===== config.mk =====
export PLATFORM = sky130hd
export DESIGN_NAME = obstacle_avoid_drive_controller
export DESIGN_NICKNAME = d
export VERILOG_FILES = /design/src/rtl/core/odc_pkg.sv /design/src/rtl/core/obstacle_avoid_drive_controller.sv /design/src/rtl/core/odc_cfg_regs.sv /design/src/rtl/core/odc_target.sv
export SDC_FILE = /design/constraint.sdc
export NUM_CORES = 1
export LEC_CHECK = 0
export BUFFER_PORTS_ARGS = -buffer_cell sky130_fd_sc_hd__buf_4
export CORE_UTILIZATION = 48
export DETAILED_ROUTE_END_ITERATION = 12
export PLACE_DENSITY_LB_ADDON = 0.1
export SLEW_MARGIN = 10
export SYNTH_ARGS = -nofsm -noshare
export SYNTH_HDL_FRONTEND = slang
export SYNTH_HIERARCHICAL = 1
export SYNTH_SLANG_ARGS = --single-unit

===== constraint.sdc =====
create_clock -name clk -period 18.5 [get_ports clk]
set_input_delay 0.925 -clock clk [delete_from_list [all_inputs] [get_ports clk]]
set_output_delay 0.925 -clock clk [all_outputs]
set_load 0.01 [all_outputs]

===== src/rtl/core/odc_pkg.sv =====
// Shared types, constants and angle helpers for the obstacle-avoiding drive controller.
`timescale 1ns / 1ps

package odc_pkg;

  localparam int NUM_HEADINGS = 4;
  localparam int FILTER_LIMIT = 3;
  localparam int NUM_CARD     = 4;
  localparam int SNAP_COUNT   = (NUM_HEADINGS < NUM_CARD) ? NUM_HEADINGS : NUM_CARD;

  localparam int DIST_W  = 10;
  localparam int POWER_W = 8;
  localparam int TOL_W   = 11;
  localparam int ANGLE_W = 12;
  localparam int INDEX_W = 3;
  localparam int COUNT_W = 3;

  typedef logic signed [ANGLE_W-1:0] angle_t;
  typedef logic signed [ANGLE_W:0]   angle_wide_t;

  localparam angle_wide_t ANGLE_HALF   = 13'sd1800;
  localparam angle_wide_t ANGLE_FULL   = 13'sd3600;
  localparam angle_wide_t QUARTER_TURN = 13'sd900;
  localparam logic [ANGLE_W-1:0] SNAP_WINDOW = 12'd450;
  localparam logic [COUNT_W-1:0] NEAR_MAX    = 3'd7;

  typedef enum logic [INDEX_W-1:0] {
    REG_CRUISE_PWR   = 3'd0,
    REG_SPIN_PWR     = 3'd1,
    REG_NEAR_THRESH  = 3'd2,
    REG_ANGLE_TOL    = 3'd3,
    REG_CARDINAL_0   = 3'd4,
    REG_CARDINAL_1   = 3'd5,
    REG_CARDINAL_2   = 3'd6,
    REG_CARDINAL_3   = 3'd7
  } reg_index_t;

  typedef struct packed {
    logic [POWER_W-1:0]    cruise_pwr;
    logic [POWER_W-1:0]    spin_pwr;
    logic [DIST_W-1:0]     near_thresh;
    logic [TOL_W-1:0]      angle_tolerance;
    angle_t [NUM_CARD-1:0] cardinal;
  } cfg_t;

  localparam logic [POWER_W-1:0] CRUISE_PWR_RST  = 8'd150;
  localparam logic [POWER_W-1:0] SPIN_PWR_RST    = 8'd120;
  localparam logic [DIST_W-1:0]  NEAR_THRESH_RST = 10'd30;
  localparam logic [TOL_W-1:0]   ANGLE_TOL_RST   = 11'd50;
  localparam angle_t CARDINAL_0_RST = 12'sd0;
  localparam angle_t CARDINAL_1_RST = 12'sd900;
  localparam angle_t CARDINAL_2_RST = -12'sd1800;
  localparam angle_t CARDINAL_3_RST = -12'sd900;

  function automatic angle_wide_t widen(input angle_t a);
    return $signed({a[ANGLE_W-1], a});
  endfunction

  // fold a difference or sum within one turn of range back into [-1800,1800)
  function automatic angle_t wrap_angle(input angle_wide_t a);
    angle_wide_t r;
    if (a >= ANGLE_HALF) begin
      r = a - ANGLE_FULL;
    end else if (a < -ANGLE_HALF) begin
      r = a + ANGLE_FULL;
    end else begin
      r = a;
    end
    return $signed(r[ANGLE_W-1:0]);
  endfunction

  function automatic logic [ANGLE_W-1:0] abs_angle(input angle_t a);
    angle_t n;
    n = -a;
    return a[ANGLE_W-1] ? n : a;
  endfunction

endpackage


===== src/rtl/core/obstacle_avoid_drive_controller.sv =====
// Top level: input register, drive/turn step logic and result register.
//
//   channel  | handshake           | payload
//   ---------+---------------------+------------------------------------------------
//   in       | in_valid / in_stall | front_dist, left_dist, right_dist, heading
//   out      | out_valid/out_stall | motor pins and duty, drive_mode, goal_heading,
//            |                     | obstacle_seen, turn_done
//   config   | wr_en               | wr_index, wr_data
//
// One request per cycle while in_stall is low. The input register loads at the
// accepting edge, and the result register loads from it whenever it is empty or
// out_stall is low, so each result has passed through both registers.
// Reset (synchronous) clears both stages, mode, near count and target, and loads
// the register defaults.
// out_stall holds the result register; in_stall rises only when both stages are
// full and the result is held.
`timescale 1ns / 1ps

module obstacle_avoid_drive_controller (
  input  logic                          clk,
  input  logic                          rst,
  input  logic                          in_valid,
  output logic                          in_stall,
  input  logic [odc_pkg::DIST_W-1:0]    front_dist,
  input  logic [odc_pkg::DIST_W-1:0]    left_dist,
  input  logic [odc_pkg::DIST_W-1:0]    right_dist,
  input  logic signed [odc_pkg::ANGLE_W-1:0] heading,
  output logic                          out_valid,
  input  logic                          out_stall,
  output logic                          left_pin_a,
  output logic                          left_pin_b,
  output logic [odc_pkg::POWER_W-1:0]   left_duty,
  output logic                          right_pin_a,
  output logic                          right_pin_b,
  output logic [odc_pkg::POWER_W-1:0]   right_duty,
  output logic signed [1:0]             drive_mode,
  output logic signed [odc_pkg::ANGLE_W-1:0] goal_heading,
  output logic                          obstacle_seen,
  output logic                          turn_done,
  input  logic                          wr_en,
  input  logic [odc_pkg::INDEX_W-1:0]   wr_index,
  input  logic [odc_pkg::ANGLE_W-1:0]   wr_data
);

  typedef enum logic [1:0] {
    MODE_STRAIGHT = 2'b00,
    MODE_RIGHT    = 2'b01,
    MODE_LEFT     = 2'b11
  } mode_t;

  odc_pkg::cfg_t cfg;

  logic                        s1_valid;
  logic [odc_pkg::DIST_W-1:0]  s1_front;
  logic [odc_pkg::DIST_W-1:0]  s1_left;
  logic [odc_pkg::DIST_W-1:0]  s1_right;
  odc_pkg::angle_t             s1_heading;

  mode_t                        mode;
  mode_t                        mode_next;
  logic [odc_pkg::COUNT_W-1:0]  near_cnt;
  logic [odc_pkg::COUNT_W-1:0]  near_cnt_next;
  logic [odc_pkg::COUNT_W-1:0]  near_inc;
  odc_pkg::angle_t              target;
  odc_pkg::angle_t              target_next;
  odc_pkg::angle_t              snap_target;
  odc_pkg::angle_t              err_wrap;
  logic                         turn_right;
  logic                         advance;

  logic                         left_pin_a_next, left_pin_b_next;
  logic                         right_pin_a_next, right_pin_b_next;
  logic [odc_pkg::POWER_W-1:0]  left_duty_next, right_duty_next;
  logic                         obstacle_seen_next, turn_done_next;

  odc_cfg_regs u_cfg (
    .clk      (clk),
    .rst      (rst),
    .wr_en    (wr_en),
    .wr_index (wr_index),
    .wr_data  (wr_data),
    .cfg      (cfg)
  );

  assign turn_right = s1_right > s1_left;

  odc_target u_target (
    .heading    (s1_heading),
    .turn_right (turn_right),
    .cardinal   (cfg.cardinal),
    .target     (snap_target)
  );

  assign advance  = !out_valid || !out_stall;
  assign in_stall = s1_valid && !advance;

  assign err_wrap = odc_pkg::wrap_angle(odc_pkg::widen(s1_heading) - odc_pkg::widen(target));
  assign near_inc = (near_cnt == odc_pkg::NEAR_MAX) ? near_cnt : near_cnt + 3'd1;

  always_comb begin
    mode_next          = mode;
    near_cnt_next      = near_cnt;
    target_next        = target;
    obstacle_seen_next = 1'b0;
    turn_done_next     = 1'b0;
    left_pin_a_next    = 1'b1;
    left_pin_b_next    = 1'b1;
    left_duty_next     = '0;
    right_pin_a_next   = 1'b1;
    right_pin_b_next   = 1'b1;
    right_duty_next    = '0;
    unique case (mode)
      MODE_STRAIGHT: begin
        near_cnt_next = (s1_front < cfg.near_thresh) ? near_inc : '0;
        if (near_cnt_next > odc_pkg::COUNT_W'(odc_pkg::FILTER_LIMIT)) begin
          near_cnt_next      = '0;
          obstacle_seen_next = 1'b1;
          target_next        = snap_target;
          mode_next          = turn_right ? MODE_RIGHT : MODE_LEFT;
        end else if (cfg.cruise_pwr != '0) begin
          left_pin_a_next  = 1'b0;
          left_pin_b_next  = 1'b1;
          left_duty_next   = cfg.cruise_pwr;
          right_pin_a_next = 1'b1;
          right_pin_b_next = 1'b0;
          right_duty_next  = cfg.cruise_pwr;
        end
      end
      MODE_RIGHT, MODE_LEFT: begin
        if (odc_pkg::abs_angle(err_wrap) < {1'b0, cfg.angle_tolerance}) begin
          turn_done_next = 1'b1;
          mode_next      = MODE_STRAIGHT;
        end else if (cfg.spin_pwr != '0) begin
          // spin in place: right turn drives left forward, right reverse
          left_pin_a_next  = (mode == MODE_LEFT);
          left_pin_b_next  = (mode == MODE_RIGHT);
          left_duty_next   = cfg.spin_pwr;
          right_pin_a_next = (mode == MODE_LEFT);
          right_pin_b_next = (mode == MODE_RIGHT);
          right_duty_next  = cfg.spin_pwr;
        end
      end
      default: begin
        mode_next = MODE_STRAIGHT;
      end
    endcase
  end

  always_ff @(posedge clk) begin
    if (rst) begin
      s1_valid <= 1'b0;
    end else if (!in_stall) begin
      s1_valid <= in_valid;
    end
  end

  always_ff @(posedge clk) begin
    if (in_valid && !in_stall) begin
      s1_front   <= front_dist;
      s1_left    <= left_dist;
      s1_right   <= right_dist;
      s1_heading <= heading;
    end
  end

  always_ff @(posedge clk) begin
    if (rst) begin
      mode      <= MODE_STRAIGHT;
      near_cnt  <= '0;
      target    <= '0;
      out_valid <= 1'b0;
    end else if (advance) begin
      out_valid <= s1_valid;
      if (s1_valid) begin
        mode          <= mode_next;
        near_cnt      <= near_cnt_next;
        target        <= target_next;
        left_pin_a    <= left_pin_a_next;
        left_pin_b    <= left_pin_b_next;
        left_duty     <= left_duty_next;
        right_pin_a   <= right_pin_a_next;
        right_pin_b   <= right_pin_b_next;
        right_duty    <= right_duty_next;
        drive_mode    <= mode_next;
        goal_heading  <= target_next;
        obstacle_seen <= obstacle_seen_next;
        turn_done     <= turn_done_next;
      end
    end
  end

`ifndef SYNTHESIS
  a_stall_only_when_full: assert property (@(posedge clk) disable iff (rst)
    in_stall |-> (out_valid && out_stall))
    else $error("input stalled while result register free");

  a_events_exclusive: assert property (@(posedge clk) disable iff (rst)
    out_valid |-> !(obstacle_seen && turn_done))
    else $error("obstacle and turn finish in one result");

  a_seen_starts_turn: assert property (@(posedge clk) disable iff (rst)
    (out_valid && obstacle_seen) |-> (drive_mode != 2'sd0 && left_duty == '0 && right_duty == '0))
    else $error("obstacle result without stop and turn");

  a_done_goes_straight: assert property (@(posedge clk) disable iff (rst)
    (out_valid && turn_done) |-> (drive_mode == 2'sd0 && left_duty == '0 && right_duty == '0))
    else $error("turn finish without stop and straight mode");

  a_count_bounded: assert property (@(posedge clk) disable iff (rst)
    (mode != MODE_STRAIGHT) |-> (near_cnt <= odc_pkg::COUNT_W'(odc_pkg::FILTER_LIMIT)))
    else $error("near count above limit during a turn");
`endif

endmodule


===== src/rtl/core/odc_cfg_regs.sv =====
// Configuration register file with reset defaults.
`timescale 1ns / 1ps

module odc_cfg_regs (
  input  logic                          clk,
  input  logic                          rst,
  input  logic                          wr_en,
  input  logic [odc_pkg::INDEX_W-1:0]   wr_index,
  input  logic [odc_pkg::ANGLE_W-1:0]   wr_data,
  output odc_pkg::cfg_t                 cfg
);

  always_ff @(posedge clk) begin
    if (rst) begin
      cfg.cruise_pwr      <= odc_pkg::CRUISE_PWR_RST;
      cfg.spin_pwr        <= odc_pkg::SPIN_PWR_RST;
      cfg.near_thresh     <= odc_pkg::NEAR_THRESH_RST;
      cfg.angle_tolerance <= odc_pkg::ANGLE_TOL_RST;
      cfg.cardinal[0]     <= odc_pkg::CARDINAL_0_RST;
      cfg.cardinal[1]     <= odc_pkg::CARDINAL_1_RST;
      cfg.cardinal[2]     <= odc_pkg::CARDINAL_2_RST;
      cfg.cardinal[3]     <= odc_pkg::CARDINAL_3_RST;
    end else if (wr_en) begin
      unique case (odc_pkg::reg_index_t'(wr_index))
        odc_pkg::REG_CRUISE_PWR:  cfg.cruise_pwr <= wr_data[odc_pkg::POWER_W-1:0];
        odc_pkg::REG_SPIN_PWR:    cfg.spin_pwr <= wr_data[odc_pkg::POWER_W-1:0];
        odc_pkg::REG_NEAR_THRESH: cfg.near_thresh <= wr_data[odc_pkg::DIST_W-1:0];
        odc_pkg::REG_ANGLE_TOL:   cfg.angle_tolerance <= wr_data[odc_pkg::TOL_W-1:0];
        odc_pkg::REG_CARDINAL_0:  cfg.cardinal[0] <= $signed(wr_data);
        odc_pkg::REG_CARDINAL_1:  cfg.cardinal[1] <= $signed(wr_data);
        odc_pkg::REG_CARDINAL_2:  cfg.cardinal[2] <= $signed(wr_data);
        odc_pkg::REG_CARDINAL_3:  cfg.cardinal[3] <= $signed(wr_data);
        default: begin
        end
      endcase
    end
  end

endmodule


===== src/rtl/core/odc_target.sv =====
// New turn target: heading plus or minus a quarter turn, snapped to a cardinal heading within the snap window.
`timescale 1ns / 1ps

module odc_target (
  input  odc_pkg::angle_t                      heading,
  input  logic                                 turn_right,
  input  odc_pkg::angle_t [odc_pkg::NUM_CARD-1:0] cardinal,
  output odc_pkg::angle_t                      target
);

  odc_pkg::angle_t      base;
  odc_pkg::angle_wide_t h_wide;
  odc_pkg::angle_t      diff [odc_pkg::NUM_CARD];
  logic [odc_pkg::NUM_CARD-1:0] hit;

  always_comb begin
    h_wide = odc_pkg::widen(heading);
    if (turn_right) begin
      base = odc_pkg::wrap_angle(h_wide + odc_pkg::QUARTER_TURN);
    end else begin
      base = odc_pkg::wrap_angle(h_wide - odc_pkg::QUARTER_TURN);
    end
  end

  always_comb begin
    for (int i = 0; i < odc_pkg::NUM_CARD; i++) begin
      diff[i] = odc_pkg::wrap_angle(odc_pkg::widen(base) - odc_pkg::widen(cardinal[i]));
      hit[i]  = (i < odc_pkg::SNAP_COUNT) && (odc_pkg::abs_angle(diff[i]) <= odc_pkg::SNAP_WINDOW);
    end
  end

  // lowest index wins
  always_comb begin
    target = base;
    for (int i = odc_pkg::NUM_CARD - 1; i >= 0; i--) begin
      if (hit[i]) begin
        target = cardinal[i];
      end
    end
  end

endmodule


* Word-level counts from Yosys, hierarchy flattened
Cells that the tools add are included.
Storage, ports and cells: bits in registers 174, bits in latches 0, RAM bits 0, bits in read-only memories 0, input bits 62, logic and storage cells 157, memories 0
Cells by class: add/subtract/negate cells 27, multipliers 0, div/mod/pow operators 0, magnitude comparators 22, equal/unequal tests 10, shifts and indexed selects 0, mux-type cells 48, bitwise operators 1, reduce and logical (&&, ||, !) cells 23
Operators by type and width (count):
- 2-to-1 mux 12 bit | 26
- >= comparator 13 x 12 -> 1 bit (second input constant) | 7
- less-than comparator 13 x 12 -> 1 bit (second input constant) | 7
- adder 12 x 10 -> 12 bit (second input constant) | 7
- subtractor 12 x 10 -> 12 bit (second input constant) | 7
- subtractor 12 x 12 -> 13 bit | 5
- negation 12 bit | 5
- <= comparator 12 x 9 -> 1 bit (second input constant) | 4
- 2-to-1 mux 8 bit | 4
- AND reduction 2 bit | 9
- one-hot mux 8 bit (2 select lines) | 1
- nonzero test 8 bit | 2
- equality test 3 bit (second input constant) | 5
- adder 12 x 11 -> 13 bit (second input constant) | 1
- subtractor 12 x 11 -> 13 bit (second input constant) | 1
- less-than comparator 12 x 11 -> 1 bit | 1
- greater-than comparator 10 bit | 1
- less-than comparator 10 bit | 1
- 2-to-1 mux 3 bit | 3
- 2-to-1 mux 1 bit | 8
- equality test 3 x 2 -> 1 bit (second input constant) | 2
- 2-to-1 mux 2 bit | 3
- AND reduction 3 bit | 2
- logical NOT 1 bit | 4
- 13 further kinds | 15

* Depth between registers and ports, before layout
depth after elaboration 18, mapped depth 33

* By module
Netlist, hierarchy kept.
By module, submodules not included:
- odc_target | instances 1, cells each 1036, area each 7220.7 um^2
- obstacle_avoid_drive_controller | instances 1, cells each 496, area each 5431.5 um^2
- odc_cfg_regs | instances 1, cells each 317, area each 3372.0 um^2

* Worst setup path after synthesis
OpenSTA, ideal clock, no wires.
path type register -> register, start point reg s1_heading[2], end point reg goal_heading[2] (netlist bit), data pin, setup time 0.262 ns, arrival 7.016 ns, slack 11.221 ns, cell stages (with the launch flop) 31, buffers on the path 1, clock period less this slack 7.279 ns, path through edfxtp_1 inv_1 ha_1 nor3b_1 a21boi_1 nand3_1 o21ai_0 a32oi_1 o21ai_0 o21a_1 nor2_1 nor2_1 xor2_1 o21ai_0 ha_1 and3_1 a22o_1 a21o_1 nor3_1 nand2_1 o32ai_2 a32oi_1 xnor2_1 or4b_1 or4b_1 o311ai_1 and2_2 buf_4 a211oi_1 a221o_1 mux2_1
On the way: word-level cells in the longest chain between the ends 18, elaborated cells on any way between the ends 61, those cells by class add/sub: 22; order compare: 16; mux: 23
Ends and longest elaborated chain:
- start: declaration | line obstacle_avoid_drive_controller.sv:57 | odc_pkg::angle_t s1_heading;
- start signal: assignment | line obstacle_avoid_drive_controller.sv:162 | s1_heading <= heading;
- subtractor 12 x 11 -> 13 bit / adder 12 x 11 -> 13 bit (equally long branches) | line odc_target.sv:21, odc_target.sv:19
- adder 12 x 10 -> 12 bit / less-than comparator 13 x 12 -> 1 bit (equally long branches) | line odc_pkg.sv:65, odc_pkg.sv:64
- 2-to-1 mux 12 bit | line odc_pkg.sv:64 | end else if (a < -ANGLE_HALF) begin
- 2-to-1 mux 12 bit | line odc_pkg.sv:62 | if (a >= ANGLE_HALF) begin
- 2-to-1 mux 12 bit * | line odc_target.sv:18 | if (turn_right) begin
- subtractor 12 x 12 -> 13 bit | line odc_target.sv:27 | diff[i] = odc_pkg::wrap_angle(odc_pkg::widen(base) - odc_pkg::widen(cardinal[i]));
- adder 12 x 10 -> 12 bit / less-than comparator 13 x 12 -> 1 bit (equally long branches) | line odc_pkg.sv:65, odc_pkg.sv:64
- 2-to-1 mux 12 bit | line odc_pkg.sv:64
- [2 not listed]
- 2-to-1 mux 12 bit | line odc_pkg.sv:75 | return a[ANGLE_W-1] ? n : a;
- <= comparator 12 x 9 -> 1 bit | line odc_target.sv:28 | hit[i] = (i < odc_pkg::SNAP_COUNT) && (odc_pkg::abs_angle(diff[i]) <= odc_pkg::SNAP_WINDOW);
- 2-to-1 mux 12 bit (3 in series) | line odc_target.sv:36 | if (hit[i]) begin
- 2-to-1 mux 12 bit * | line odc_target.sv:36
- via snap_target[2] | line obstacle_avoid_drive_controller.sv:66 | odc_pkg::angle_t snap_target;
- 2-to-1 mux 12 bit * | line obstacle_avoid_drive_controller.sv:115 | if (near_cnt_next > odc_pkg::COUNT_W'(odc_pkg::FILTER_LIMIT)) begin
- 2-to-1 mux 12 bit * | line obstacle_avoid_drive_controller.sv:112 | unique case (mode)
- via target_next[2] | line obstacle_avoid_drive_controller.sv:65 | odc_pkg::angle_t target_next;
- end signal: assignment | line obstacle_avoid_drive_controller.sv:185 | goal_heading <= target_next;
- end: declaration | line obstacle_avoid_drive_controller.sv:37 | output logic signed [odc_pkg::ANGLE_W-1:0] goal_heading,
The timed path passes the listed nets; every way through them passes the cells marked *. A chain may end at the register's enable or synchronous reset.

* Worst setup path after layout
start point reg s1_heading[2], end point reg goal_heading[5] (netlist bit), data pin
Same word-level chain as after synthesis.

==> summary.txt <==
Status -> finished clean
First-pass GRT wire length -> 70.2 mm
Max-cap check violation count -> 0
Start point of the worst min-delay path -> near_cnt[1]$_SDFFE_PP0P_
Count of buffers inserted at the top-level ports -> 99
Signed area change from the synthesized netlist to the final layout -> 9.55%
Diodes inserted -> 0
Lkg Pwr -> 7.43 nW
Mean number of vias per cell -> 6.07
Worst hold margin -> 0.468 ns
Fraction of synthesized cell area in xor and xnor cells -> 5.99%
Clock buffer count from CTS -> 17
Final number of setup-violating endpoints -> 0
Antenna viol nets, final -> 0
Final WL -> 44.8 mm
Area of all sequential standard cells -> 4180 sq um
Number of enable-type register cells in the synthesized netlist -> 70
Power Density -> 124 nW/um^2
DRC violations left -> 0
Clk Latency, worst-skew pair -> 0.43 ns
Slowest library cell on the worst path -> sky130_fd_sc_hd__mux2i_1
Data arrival time of the worst path -> 9.54 ns
Kind of critical path -> reg2reg
End-of-flow core utilization -> 53.7%
Cell count of the worst hold path -> 2
Min Clock Period, post-route -> 9.36 ns
Worst setup slack for register-to-register paths -> 9.14 ns
Required time worst endpoint -> 18.68 ns
Fill cell count -> 3,098
Main combinational cell family by area after synthesis -> compound AO/OA/AOI/OAI gates
Post CTS Setup Buffer Count -> 0
PostCTS Resize Cnt -> 0
Horiz. Die Dim -> 185 um
Number of DRC markers after the initial detailed-route iteration -> 1,122
Number of instances in the synthesized netlist -> 1,849
Fraction of final layout cells with drive strength greater than 1 -> 11.8%
Share of the cycle needed by the critical path after routing -> 50.6%
Primary FF master, synth -> sky130_fd_sc_hd__dfxtp_1
Num Clock Sinks -> 174
Endpoint of the worst register-to-register path -> goal_heading[5]$_DFFE_PP_
Maximum single-stage delay on the critical path -> 0.84 ns
Multiplexer share of the synthesized area -> 8.03%
Maximum fanout encountered on the critical timing path -> 13
Final HPWL from detailed placement -> 35.2 mm
IR drop worst, VDD -> 0.0000800 V
TritonCTS clock tree -> built
Compound-cell area share of the yosys netlist -> 23.5%
Number of warnings issued by yosys -> 6
All-Layer GR Usage -> 26.3%
Vias in the first global route -> 13,003
Fraction of post-synthesis cell area in the top cell type by area -> 13.1%
Area inside the core boundary -> 32,700 sq um
Die Outline Area -> 34,100 sq um
Leading post-synthesis cells by cell area -> sky130_fd_sc_hd__edfxtp_1 (13%), sky130_fd_sc_hd__dfxtp_1 (13%), sky130_fd_sc_hd__ha_1 (9.4%), sky130_fd_sc_hd__mux2i_1 (6.7%), sky130_fd_sc_hd__nor2_1 (4.0%)
Initial core utilization -> 49.0%
Terminating pin of the worst hold path -> near_cnt[1]$_SDFFE_PP0P_
Clock root buffer -> sky130_fd_sc_hd__clkbuf_16
Iteration count of the initial detailed-routing pass -> 5
Proportion of synthesized chip area in sequential cells -> 26.1%
Rows -> 66
Synthesized-area fraction occupied by and/or/nand/nor cells -> 20.1%
FF-to-FF Start -> s1_heading[2]$_DFFE_PP_
Most repeated cell in the gate-level netlist after synthesis -> sky130_fd_sc_hd__nor2_1
Leading area contributor after synthesis -> sky130_fd_sc_hd__edfxtp_1
Post-layout nets -> 2,077
Max Root-Sink Buffers -> 2
Drt wl/cell -> 19.1 um
CP top delay family -> compound AO/OA/AOI/OAI gates
Crit path buffers/inverters -> 1
Count of different cell masters after synthesis -> 118
Average cell area after synthesis -> 8.67 sq um
CTS HTree Levels -> 4
Antenna violations before repair -> 0
Launching element type of the critical path -> flop
Synthesis-stage register bit count -> 174
Final hold violations -> 0
Weighted congestion at the end of routability-driven global placement -> 0.895
Cell area after technology mapping -> 16,000 sq um
Least-Margin Pin Slew -> 1.29 ns
Max Fclk -> 107 MHz
Via Count -> 14,227
Final setup skew -> 0.0159 ns
Logic depth of the worst register-to-register path -> 26
Footprint of the multi-input gates -> 10,900 sq um
Chip height -> 185 um
Adder-cell share of the synthesized area -> 10.1%
Nature of the critical path endpoint -> flop
Share of flip-flops with an asynchronous set or reset -> 0%
Hold WC Path Type -> reg2reg
Remaining max-slew budget at the tightest pin -> 11.5%
Max Transition Viols Final -> 0
Register clock-pin slew on the reported worst setup and hold paths -> 0.07 ns
CTS hold repair buffers -> 0
RSZ-0062 raised after global routing -> no
Global route overflow -> 0
Pin count of the biggest net entering global routing -> 67
Syn nets -> 2,037
Top cells by count, synth -> sky130_fd_sc_hd__nor2_1 (169), sky130_fd_sc_hd__inv_1 (146), sky130_fd_sc_hd__ha_1 (121), sky130_fd_sc_hd__mux2i_1 (108), sky130_fd_sc_hd__dfxtp_1 (104)
Number of top-level pins -> 100
Setup TNS after final layout -> 0 ns
layer usage:
layer	track usage, %	vias to the layer above	wire length (um)	part of all wire, %
met3	3.64	59	2490	5.6
met2	42.5	407	20500	46
li1	-	6913	-	-
met1	36.3	6848	20700	46
met4	7.90	0	1120	2.5
met5	0	-	0	0
final cells by class:
class / instances / area share, %
well taps: 442 / 3.15
multi-input cells: 1438 / 62.0
clock inverters: 13 / 0.720
flip-flops and latches: 174 / 23.8
clock buffers: 19 / 2.47
inverters: 149 / 3.19
repair buffers: 109 / 4.66
sequential cells by signal, indices dropped and copies added, names as in the netlist, 2 cells and up:
| name | cells |
|---|---|
| u_cfg/cfg | 85 |
| goal_heading | 12 |
| s1_heading | 12 |
| target | 12 |
| s1_front | 10 |
| s1_left | 10 |
| s1_right | 10 |
| right_duty | 8 |
| near_cnt | 3 |
| drive_mode | 2 |
| mode | 2 |
worst min-delay path, delay by kind of cell, from the launching register on:
| kind | cells | cell delay (ns) |
|---|---|---|
| AO/OA/AOI/OAI | 1 | 0.05 |
| flip-flops | 1 | 0.32 |
| AND/OR/NAND/NOR | 1 | 0.05 |
how the worst max path moves through the flow:
stage	cells after the start	endpoint	from
after floorplan	30	goal_heading[2]$_DFFE_PP_	s1_heading[2]$_DFFE_PP_
after global routing	26	goal_heading[5]$_DFFE_PP_	s1_heading[2]$_DFFE_PP_
after CTS	26	goal_heading[5]$_DFFE_PP_	s1_heading[2]$_DFFE_PP_
after global placement	29	goal_heading[5]$_DFFE_PP_	s1_heading[2]$_DFFE_PP_
after detailed placement	26	goal_heading[5]$_DFFE_PP_	s1_heading[2]$_DFFE_PP_
final	26	goal_heading[5]$_DFFE_PP_	s1_heading[2]$_DFFE_PP_
report_power, final:
group	switching, mW	internal [mW]	total, mW	leakage, nW
combinational	0.867	0.545	1.41	5.66
sequential	0.0103	0.412	0.422	1.50
clock	0.167	0.178	0.345	0.268
cells in the final DEF (no fill, tap or decap), types with 70 or more instances in the layout:
master                     synthesis  final
sky130_fd_sc_hd__ha_1            121    121
sky130_fd_sc_hd__inv_1           146    146
sky130_fd_sc_hd__nor2_1          169    168
sky130_fd_sc_hd__buf_4             9    109
sky130_fd_sc_hd__dfxtp_1         104    104
sky130_fd_sc_hd__nand2_1          88     88
sky130_fd_sc_hd__nand2b_1         80     80
sky130_fd_sc_hd__edfxtp_1         70     70
sky130_fd_sc_hd__xnor2_1          72     72
sky130_fd_sc_hd__mux2i_1         108    108
cells by family after synthesis:
logic type	Yosys count
compound gates	475
buf+inv	237
fa+ha+maj	126
mux	126
simple gates	604
xor+xnor	107
flops	174
through the flow:
step | cell area [sq um] | power (mW) | std cells | setup slack (ns)
final | 17600 | 2.18 | 2344 | 9.14
after global routing | 17600 | 2.33 | 2344 | 8.46
after CTS | 17600 | 2.16 | 2344 | 9.38
after detailed placement | 17000 | 1.81 | 2312 | 9.42
after global placement | 17000 | 1.80 | 2312 | 9.58
after floorplan | 16000 | 1.53 | 1849 | 11.22
Power figures use the tool's default switching activity.
